### config.mk
export PLATFORM = sky130hd
export DESIGN_NAME = signed_integer_to_radix_text
export DESIGN_NICKNAME = d
export VERILOG_FILES = /design/src/sv/sitrt_pkg.sv /design/src/sv/sitrt_divider.sv /design/src/sv/sitrt_digit_buf.sv /design/src/sv/signed_integer_to_radix_text.sv
export SDC_FILE = /design/constraint.sdc
export NUM_CORES = 2
export LEC_CHECK = 0
export BUFFER_PORTS_ARGS = -buffer_cell sky130_fd_sc_hd__buf_2
export CELL_PAD_IN_SITES_DETAIL_PLACEMENT = 1
export CELL_PAD_IN_SITES_GLOBAL_PLACEMENT = 1
export CORE_MARGIN = 2
export CORE_UTILIZATION = 53
export DETAILED_ROUTE_END_ITERATION = 8
export PLACE_DENSITY_LB_ADDON = 0.1
export SLEW_MARGIN = 20
export SYNTH_ARGS = -nofsm -noshare
export SYNTH_HDL_FRONTEND = slang
export SYNTH_SLANG_ARGS = --single-unit
export TNS_END_PERCENT = 5
### constraint.sdc
create_clock -name clk -period 10.56 [get_ports clk]
set_clock_uncertainty 0.2 [all_clocks]
set_input_delay 1.584 -clock clk [delete_from_list [all_inputs] [get_ports clk]]
set_output_delay 1.584 -clock clk [all_outputs]
set_load 0.02 [all_outputs]
### src/sv/sitrt_pkg.sv
// Shared types, constants and reciprocal table for the signed radix text converter.
`timescale 1ns / 1ps

package sitrt_pkg;

    localparam int VALUE_BITS  = 32;
    localparam int DIGIT_BITS  = 4;
    localparam int CHAR_BITS   = 8;
    localparam int RADIX_BITS  = 5;
    localparam int COUNT_BITS  = 6;
    localparam int ADDR_BITS   = 5;
    localparam int DEPTH       = 32;
    localparam int RECIP_BITS  = 32;
    localparam int PROD_BITS   = VALUE_BITS + RECIP_BITS;
    localparam int REM_BITS    = 6;
    localparam int CFG_IDX_BITS  = 2;
    localparam int CFG_DATA_BITS = 64;

    localparam logic [CHAR_BITS-1:0]     MINUS_CODE = 8'h2D;
    localparam logic [RADIX_BITS-1:0]    RADIX_MIN  = 5'd2;
    localparam logic [RADIX_BITS-1:0]    RADIX_MAX  = 5'd16;
    localparam logic [RADIX_BITS-1:0]    RADIX_RST  = 5'd10;
    localparam logic [CFG_DATA_BITS-1:0] SYM_LOW_RST  = 64'h3736353433323130;
    localparam logic [CFG_DATA_BITS-1:0] SYM_HIGH_RST = 64'h6665646362613938;

    localparam logic [CFG_IDX_BITS-1:0] REG_RADIX    = 2'd0;
    localparam logic [CFG_IDX_BITS-1:0] REG_SYM_LOW  = 2'd1;
    localparam logic [CFG_IDX_BITS-1:0] REG_SYM_HIGH = 2'd2;

    // One division step result: quotient and digit.
    typedef struct packed {
        logic [VALUE_BITS-1:0] quot;
        logic [DIGIT_BITS-1:0] rem;
    } div_res_t;

    // floor(2^32 / radix); the estimate it gives is the quotient or one short.
    function automatic logic [RECIP_BITS-1:0] recip_of(input logic [RADIX_BITS-1:0] r);
        logic [RECIP_BITS-1:0] v;
        unique case (r)
            5'd2:    v = 32'd2147483648;
            5'd3:    v = 32'd1431655765;
            5'd4:    v = 32'd1073741824;
            5'd5:    v = 32'd858993459;
            5'd6:    v = 32'd715827882;
            5'd7:    v = 32'd613566756;
            5'd8:    v = 32'd536870912;
            5'd9:    v = 32'd477218588;
            5'd10:   v = 32'd429496729;
            5'd11:   v = 32'd390451572;
            5'd12:   v = 32'd357913941;
            5'd13:   v = 32'd330382099;
            5'd14:   v = 32'd306783378;
            5'd15:   v = 32'd286331153;
            5'd16:   v = 32'd268435456;
            default: v = '0;
        endcase
        return v;
    endfunction

endpackage

### src/sv/sitrt_divider.sv
// Shared divide-by-radix unit: reciprocal multiply, then one correction step.
`timescale 1ns / 1ps

module sitrt_divider (
    input  logic                                clk,
    input  logic                                rst_n,
    input  logic                                start,
    input  logic [sitrt_pkg::VALUE_BITS-1:0]    dividend,
    input  logic [sitrt_pkg::RADIX_BITS-1:0]    radix,
    output logic                                done,
    output sitrt_pkg::div_res_t                 res
);

    logic [sitrt_pkg::PROD_BITS-1:0]  prod_reg;
    logic [sitrt_pkg::REM_BITS-1:0]   lowm_reg;
    logic                             pend_reg;

    logic [sitrt_pkg::VALUE_BITS-1:0] q0;
    logic [sitrt_pkg::REM_BITS-1:0]   qr_low;
    logic [sitrt_pkg::REM_BITS-1:0]   rem6;
    logic [sitrt_pkg::REM_BITS-1:0]   radix6;
    logic [2*sitrt_pkg::REM_BITS-1:0] qr_full;

    always_ff @(posedge clk or negedge rst_n)
    begin
        if (!rst_n)
        begin
            pend_reg <= 1'b0;
        end
        else
        begin
            pend_reg <= start;
        end
    end

    always_ff @(posedge clk)
    begin
        if (start)
        begin
            prod_reg <= sitrt_pkg::PROD_BITS'(dividend) *
                        sitrt_pkg::PROD_BITS'(sitrt_pkg::recip_of(radix));
            lowm_reg <= dividend[sitrt_pkg::REM_BITS-1:0];
        end
    end

    // True remainder of the estimate lies below twice the radix, so six bits carry it.
    always_comb
    begin
        radix6  = sitrt_pkg::REM_BITS'(radix);
        q0      = prod_reg[sitrt_pkg::PROD_BITS-1:sitrt_pkg::RECIP_BITS];
        qr_full = (2*sitrt_pkg::REM_BITS)'(q0[sitrt_pkg::REM_BITS-1:0]) *
                  (2*sitrt_pkg::REM_BITS)'(radix6);
        qr_low  = qr_full[sitrt_pkg::REM_BITS-1:0];
        rem6    = lowm_reg - qr_low;
        if (rem6 >= radix6)
        begin
            res.quot = q0 + sitrt_pkg::VALUE_BITS'(1);
            res.rem  = sitrt_pkg::DIGIT_BITS'(rem6 - radix6);
        end
        else
        begin
            res.quot = q0;
            res.rem  = sitrt_pkg::DIGIT_BITS'(rem6);
        end
    end

    assign done = pend_reg;

endmodule

### src/sv/sitrt_digit_buf.sv
// Digit buffer: one write port, one read port, least significant digit at address zero.
`timescale 1ns / 1ps

module sitrt_digit_buf (
    input  logic                               clk,
    input  logic                               wr_en,
    input  logic [sitrt_pkg::ADDR_BITS-1:0]    wr_addr,
    input  logic [sitrt_pkg::DIGIT_BITS-1:0]   wr_data,
    input  logic [sitrt_pkg::ADDR_BITS-1:0]    rd_addr,
    output logic [sitrt_pkg::DIGIT_BITS-1:0]   rd_data
);

    logic [sitrt_pkg::DIGIT_BITS-1:0] digit_reg [sitrt_pkg::DEPTH];

    always_ff @(posedge clk)
    begin
        if (wr_en)
        begin
            digit_reg[wr_addr] <= wr_data;
        end
    end

    assign rd_data = digit_reg[rd_addr];

endmodule

### src/sv/signed_integer_to_radix_text.sv
// Top level: signed 32-bit integer to radix text, one character per output request.
`timescale 1ns / 1ps

// Takes one signed 32-bit value per input request and sends its text in the
// configured radix (2 to 16), most significant digit first, a leading '-' for
// negative values, tlast on the final character. Digits come from a shared
// divide-by-radix unit (reciprocal multiply plus one correction), one digit per
// pass through ST_START and ST_WAIT, least significant first, into a 32-entry
// digit buffer; the characters then leave at one per cycle through an output
// register while m_tready does not stall them. An item sends one character per
// digit, plus the '-' when negative, and holds s_tready low until its final
// character is loaded into the output register. Registers: index 0
// radix (clamped to 2..16), 1 symbols 0..7, 2 symbols 8..15; write them only
// while idle. cfg_ready is always high; writes to index 3 are dropped.

module signed_integer_to_radix_text (
    input  logic                                  clk,
    input  logic                                  rst_n,
    // value
    input  logic                                  s_tvalid,
    output logic                                  s_tready,
    input  logic [sitrt_pkg::VALUE_BITS-1:0]      s_tdata,
    // char_code
    output logic                                  m_tvalid,
    input  logic                                  m_tready,
    output logic [sitrt_pkg::CHAR_BITS-1:0]       m_tdata,
    output logic                                  m_tlast,
    input  logic                                  cfg_valid,
    output logic                                  cfg_ready,
    input  logic [sitrt_pkg::CFG_IDX_BITS-1:0]    cfg_index,
    input  logic [sitrt_pkg::CFG_DATA_BITS-1:0]   cfg_data
);

    typedef enum logic [3:0] {
        ST_IDLE  = 4'b0001,
        ST_START = 4'b0010,
        ST_WAIT  = 4'b0100,
        ST_EMIT  = 4'b1000
    } state_t;

    state_t                                state_reg, state_next;
    logic [sitrt_pkg::RADIX_BITS-1:0]      radix_reg, radix_next;
    logic [sitrt_pkg::CFG_DATA_BITS-1:0]   sym_low_reg, sym_low_next;
    logic [sitrt_pkg::CFG_DATA_BITS-1:0]   sym_high_reg, sym_high_next;
    logic [sitrt_pkg::VALUE_BITS-1:0]      mag_reg, mag_next;
    logic [sitrt_pkg::COUNT_BITS-1:0]      cnt_reg, cnt_next;
    logic [sitrt_pkg::COUNT_BITS-1:0]      idx_reg, idx_next;
    logic                                  neg_reg, neg_next;
    logic                                  mvalid_reg, mvalid_next;
    logic [sitrt_pkg::CHAR_BITS-1:0]       mdata_reg, mdata_next;
    logic                                  mlast_reg, mlast_next;

    logic                                  div_start, div_done;
    sitrt_pkg::div_res_t                   div_res;
    logic                                  wr_en;
    logic [sitrt_pkg::ADDR_BITS-1:0]       rd_addr;
    logic [sitrt_pkg::DIGIT_BITS-1:0]      rd_digit;
    logic [sitrt_pkg::COUNT_BITS-1:0]      idx_m1;
    logic [2*sitrt_pkg::CFG_DATA_BITS-1:0] sym_tbl;
    logic [sitrt_pkg::CHAR_BITS-1:0]       sym;
    logic [sitrt_pkg::RADIX_BITS-1:0]      cfg_radix;
    logic                                  load;

    sitrt_divider u_div (
        .clk      (clk),
        .rst_n    (rst_n),
        .start    (div_start),
        .dividend (mag_reg),
        .radix    (radix_reg),
        .done     (div_done),
        .res      (div_res)
    );

    sitrt_digit_buf u_buf (
        .clk     (clk),
        .wr_en   (wr_en),
        .wr_addr (cnt_reg[sitrt_pkg::ADDR_BITS-1:0]),
        .wr_data (div_res.rem),
        .rd_addr (rd_addr),
        .rd_data (rd_digit)
    );

    assign s_tready  = (state_reg == ST_IDLE);
    assign cfg_ready = 1'b1;
    assign m_tvalid  = mvalid_reg;
    assign m_tdata   = mdata_reg;
    assign m_tlast   = mlast_reg;
    assign div_start = (state_reg == ST_START);
    assign wr_en     = (state_reg == ST_WAIT) && div_done;
    assign idx_m1    = idx_reg - sitrt_pkg::COUNT_BITS'(1);
    assign rd_addr   = idx_m1[sitrt_pkg::ADDR_BITS-1:0];
    assign sym_tbl   = {sym_high_reg, sym_low_reg};
    assign sym       = sym_tbl[{rd_digit, 3'b000} +: sitrt_pkg::CHAR_BITS];
    assign load      = !mvalid_reg || m_tready;

    always_comb
    begin
        cfg_radix = cfg_data[sitrt_pkg::RADIX_BITS-1:0];
        if (cfg_radix < sitrt_pkg::RADIX_MIN)
        begin
            cfg_radix = sitrt_pkg::RADIX_MIN;
        end
        else if (cfg_radix > sitrt_pkg::RADIX_MAX)
        begin
            cfg_radix = sitrt_pkg::RADIX_MAX;
        end
    end

    always_comb
    begin
        radix_next    = radix_reg;
        sym_low_next  = sym_low_reg;
        sym_high_next = sym_high_reg;
        if (cfg_valid)
        begin
            unique case (cfg_index)
                sitrt_pkg::REG_RADIX:    radix_next    = cfg_radix;
                sitrt_pkg::REG_SYM_LOW:  sym_low_next  = cfg_data;
                sitrt_pkg::REG_SYM_HIGH: sym_high_next = cfg_data;
                default:                 radix_next    = radix_reg;
            endcase
        end
    end

    always_comb
    begin
        state_next  = state_reg;
        mag_next    = mag_reg;
        cnt_next    = cnt_reg;
        idx_next    = idx_reg;
        neg_next    = neg_reg;
        mvalid_next = mvalid_reg;
        mdata_next  = mdata_reg;
        mlast_next  = mlast_reg;

        if (mvalid_reg && m_tready)
        begin
            mvalid_next = 1'b0;
        end

        unique case (state_reg)
            ST_IDLE:
            begin
                if (s_tvalid)
                begin
                    neg_next   = s_tdata[sitrt_pkg::VALUE_BITS-1];
                    mag_next   = s_tdata[sitrt_pkg::VALUE_BITS-1] ?
                                 (sitrt_pkg::VALUE_BITS'(0) - s_tdata) : s_tdata;
                    cnt_next   = '0;
                    state_next = ST_START;
                end
            end
            ST_START:
            begin
                state_next = ST_WAIT;
            end
            ST_WAIT:
            begin
                if (div_done)
                begin
                    mag_next = div_res.quot;
                    cnt_next = cnt_reg + sitrt_pkg::COUNT_BITS'(1);
                    if ((div_res.quot == '0) ||
                        (cnt_reg == sitrt_pkg::COUNT_BITS'(sitrt_pkg::DEPTH - 1)))
                    begin
                        idx_next   = cnt_reg + sitrt_pkg::COUNT_BITS'(1);
                        state_next = ST_EMIT;
                    end
                    else
                    begin
                        state_next = ST_START;
                    end
                end
            end
            ST_EMIT:
            begin
                if (load)
                begin
                    mvalid_next = 1'b1;
                    if (neg_reg)
                    begin
                        mdata_next = sitrt_pkg::MINUS_CODE;
                        mlast_next = 1'b0;
                        neg_next   = 1'b0;
                    end
                    else
                    begin
                        mdata_next = sym;
                        mlast_next = (idx_reg == sitrt_pkg::COUNT_BITS'(1));
                        idx_next   = idx_m1;
                        if (idx_reg == sitrt_pkg::COUNT_BITS'(1))
                        begin
                            state_next = ST_IDLE;
                        end
                    end
                end
            end
            default:
            begin
                state_next = ST_IDLE;
            end
        endcase
    end

    always_ff @(posedge clk or negedge rst_n)
    begin
        if (!rst_n)
        begin
            state_reg    <= ST_IDLE;
            radix_reg    <= sitrt_pkg::RADIX_RST;
            sym_low_reg  <= sitrt_pkg::SYM_LOW_RST;
            sym_high_reg <= sitrt_pkg::SYM_HIGH_RST;
            mag_reg      <= '0;
            cnt_reg      <= '0;
            idx_reg      <= '0;
            neg_reg      <= 1'b0;
            mvalid_reg   <= 1'b0;
        end
        else
        begin
            state_reg    <= state_next;
            radix_reg    <= radix_next;
            sym_low_reg  <= sym_low_next;
            sym_high_reg <= sym_high_next;
            mag_reg      <= mag_next;
            cnt_reg      <= cnt_next;
            idx_reg      <= idx_next;
            neg_reg      <= neg_next;
            mvalid_reg   <= mvalid_next;
        end
    end

    always_ff @(posedge clk)
    begin
        mdata_reg <= mdata_next;
        mlast_reg <= mlast_next;
    end

endmodule
==> run summary <==
status: finished, final reports clean
Die W: 305 microns
Worst Hold Depth: 1
Initial Util: 53.5%
top post-synthesis cells by area: fa_1 (38%), edfxtp_1 (11%), ha_1 (7.4%)
Layout area overhead: 7.79%
Fillers: 9816
Hold Fails Final Rpt: 0
cell mode on critical path: fa_1
clock share of power: 9.0%
first-pass GRT wire length: 234000 microns
Ports: 115
CTS tree: yes
Row Count: 110
drt pass-1 iters: 5
kind of critical path: reg2reg
ANT nets after route: 0
Die Height: 305 microns
vias in the first global route: 38400
H-tree Lvls: 2
sw frac: 51.2%
gpl congestion: 0.979
Routed WL per cell: 26.1 microns
worst hold path startpoint: u_div.done
max FFs per register: 128
Worst R2R End: u_div.prod_reg[57]
Slew Limit Fails: 0
CP max stage delay: 600 ps
worst hold slack: 269 ps
Post-Layout Cell Count: 5820
worst-margin pin slew: 1150 ps
Ys Warns: 0
final net count: 5901
post-synthesis sequential element count: 359
Mapped Avg Cell Area: 10.6 sq um
sequential share of power: 19.6%
EDFF count, synth: 175
die footprint: 93300 sq um
final core utilization: 57.7%
fmax: 99.2 MHz
Reg2Reg Setup Slack: 480 ps
critical path launch point type: flop
Tightest Hold Check Type: reg2reg
Final Instance Area: 51900 sq um
core area: 90000 sq um
most frequent cells in the layout: inv_1 (933), fa_1 (902), nand2_1 (444), and2_1 (391), ha_1 (286)
Overflow after GRT: 0
MaxCap Viol Count: 0
post-synthesis sequential area ratio: 20.6%
prevailing post-synth register cell: edfxtp_1
VDD IR max: 358 uV
crit path time final: 10080 ps
Total Routed Length: 152000 microns
Avg Vias per Cell: 5.73
dpl cell area: 50400 sq um
area of the mapped netlist: 48100 sq um
DR DRC count: 0
Arrival @ worst endpoint: 10200 ps
Mapped Cells: 4552
post-synth top area cell: fa_1
clk buf depth: 3
Net Count, Synth: 5844
worst r2r src: radix_reg[2]
Max-slew headroom: 23.0%
CP max stage cell: dfrtp_1
placed instance count: 5735
Psw: 8.08 mW
root buf cell: clkbuf_16
initial antenna violation count: 5
area share of the largest cell type after synthesis: 37.5%
dpl hpwl: 125000 microns
initial DRC count: 2285
largest net degree at the start of global routing: 66
vias: 33400
post-synth cell types: 73
Hold Path End: state_reg[2]
crit share post-route: 95.5%
Clk Latency, worst-skew pair: 580 ps
commonest non-fill, non-tap cell in the layout: inv_1
Gate power share: 71.4%
R2R cell count: 32
Internal: 7.70 mW
crit-path max FO: 16
TritonCTS Sinks: 359
Final setup viols: 0
Async SR Flop Fraction: 51.3%
Lkg Pwr: 24.5 nW
Setup crit end kind: flop
clock slew at reported path FFs: 60 ps
power per cell area: 304 nW/um^2
Worst Path Required: 10680 ps
layout cells sized above 1: 13.0%
Num CTS Buffers: 40
Global Route Usage Sum: 33.7%
PortBufs: 113
## worst max path at each step
stage          depth (start not counted)            endpoint    startpoint
2_1_floorplan                         33  u_div.prod_reg[61]  radix_reg[1]
3_3_place_gp                          29  u_div.prod_reg[63]  radix_reg[1]
3_5_place_dp                          29  u_div.prod_reg[61]  radix_reg[1]
4_1_cts                               30  u_div.prod_reg[61]  radix_reg[1]
5_1_grt                               34  u_div.prod_reg[56]  radix_reg[1]
6_report                              32  u_div.prod_reg[57]  radix_reg[2]
## power by group through the flow
| stage | registers (mW) | logic [mW] | clock network [mW] |
|---|---|---|---|
| final | 3.09 | 11.3 | 1.43 |
| after global routing | 3.12 | 12.5 | 1.50 |
| after CTS | 3.09 | 11.3 | 1.45 |
| after detailed placement | 3.11 | 11.1 | 0 |
| after global placement | 3.10 | 10.7 | 0 |
| after floorplan | 2.76 | 7.29 | 0 |
## timing repair
action                                  in CTS  in global routing
buffers inserted                             0                  8
pin swaps                                    0                  3
cloned                                       0                  0
endpoints found under the setup margin       7                 14
hold buffers                                 0                  0
gates resized for setup                      1                 16
## cells in the mapped netlist, types with 4 or more instances
cell      instances
nor4_1           18
dfrtp_1         125
nand2_1         445
o31ai_1          14
ha_1            286
dfstp_2          59
clkbuf_1        192
a21o_1           25
or4_1             7
nand3_1          36
mux2_2          144
edfxtp_1        175
buf_1             7
a211oi_1         39
xor2_1           56
o21bai_1          6
mux2i_1          46
o21ai_0          85
a31oi_1          10
a21oi_1          87
nor4b_1           6
o22ai_1          13
nor3_1           21
nor2_1           96
o211ai_1         22
or3_1            10
nand4_1          18
and3_1           11
inv_1           934
o21a_1            9
xnor2_1          71
or2_2             6
nand3b_1          6
buf_2            17
nand2b_1         15
a22oi_1           6
or3b_2            4
mux4_2           40
and4_1            9
nor2b_1          27
fa_1            903
and2_1          391
## area by class of cell
type	instances	area, sq um	share of cell area [%]
inverters	935	3510	6.76
diodes	5	12.5	0.0241
multi-input cells	3037	34100	65.7
clock inverters	20	209	0.403
well taps	1176	1470	2.84
flip-flops and latches	359	9940	19.1
repair buffers	236	1570	3.02
clock buffers	52	1110	2.14
## worst max-delay path, delay by kind of cell, from the launching register on
kind | cells | cell delay [ps]
buffers and inverters | 8 | 1280
flip-flops | 1 | 600
AND/OR/NAND/NOR | 2 | 250
adder cells (fa/ha/maj) | 9 | 4320
XOR/XNOR | 1 | 90
AO/OA/AOI/OAI | 12 | 3030
## kinds of logic (layout without fill, tap and decap cells)
kind of cell	after synthesis	count (layout)	synth area share (%)
fa+ha+maj	1189	1189	45.0
buf+inv	1156	1243	9.09
simple gates	1142	1142	12.2
flops	359	359	20.6
compound gates	347	347	4.59
mux	231	231	6.23
xor+xnor	127	127	2.31
other cells	1	6	0.00779
## through the flow
stage                     setup TNS, ps  total power, mW  setup WS, ps
after CTS                             0             15.8          30.8
final                                 0             15.8           479
after detailed placement          -80.6             14.3         -60.8
after global placement                0             13.8           199
after global routing             -0.357             17.1        -0.357
after floorplan                       0             10.0          1120
## per-layer routing
layer	track usage, %	part of all wire (%)
met4	18.0	6.6
met2	58.0	50
met5	0	0.0092
met3	4.18	5.2
met1	41.6	38
(Power assumes the default switching activity.)
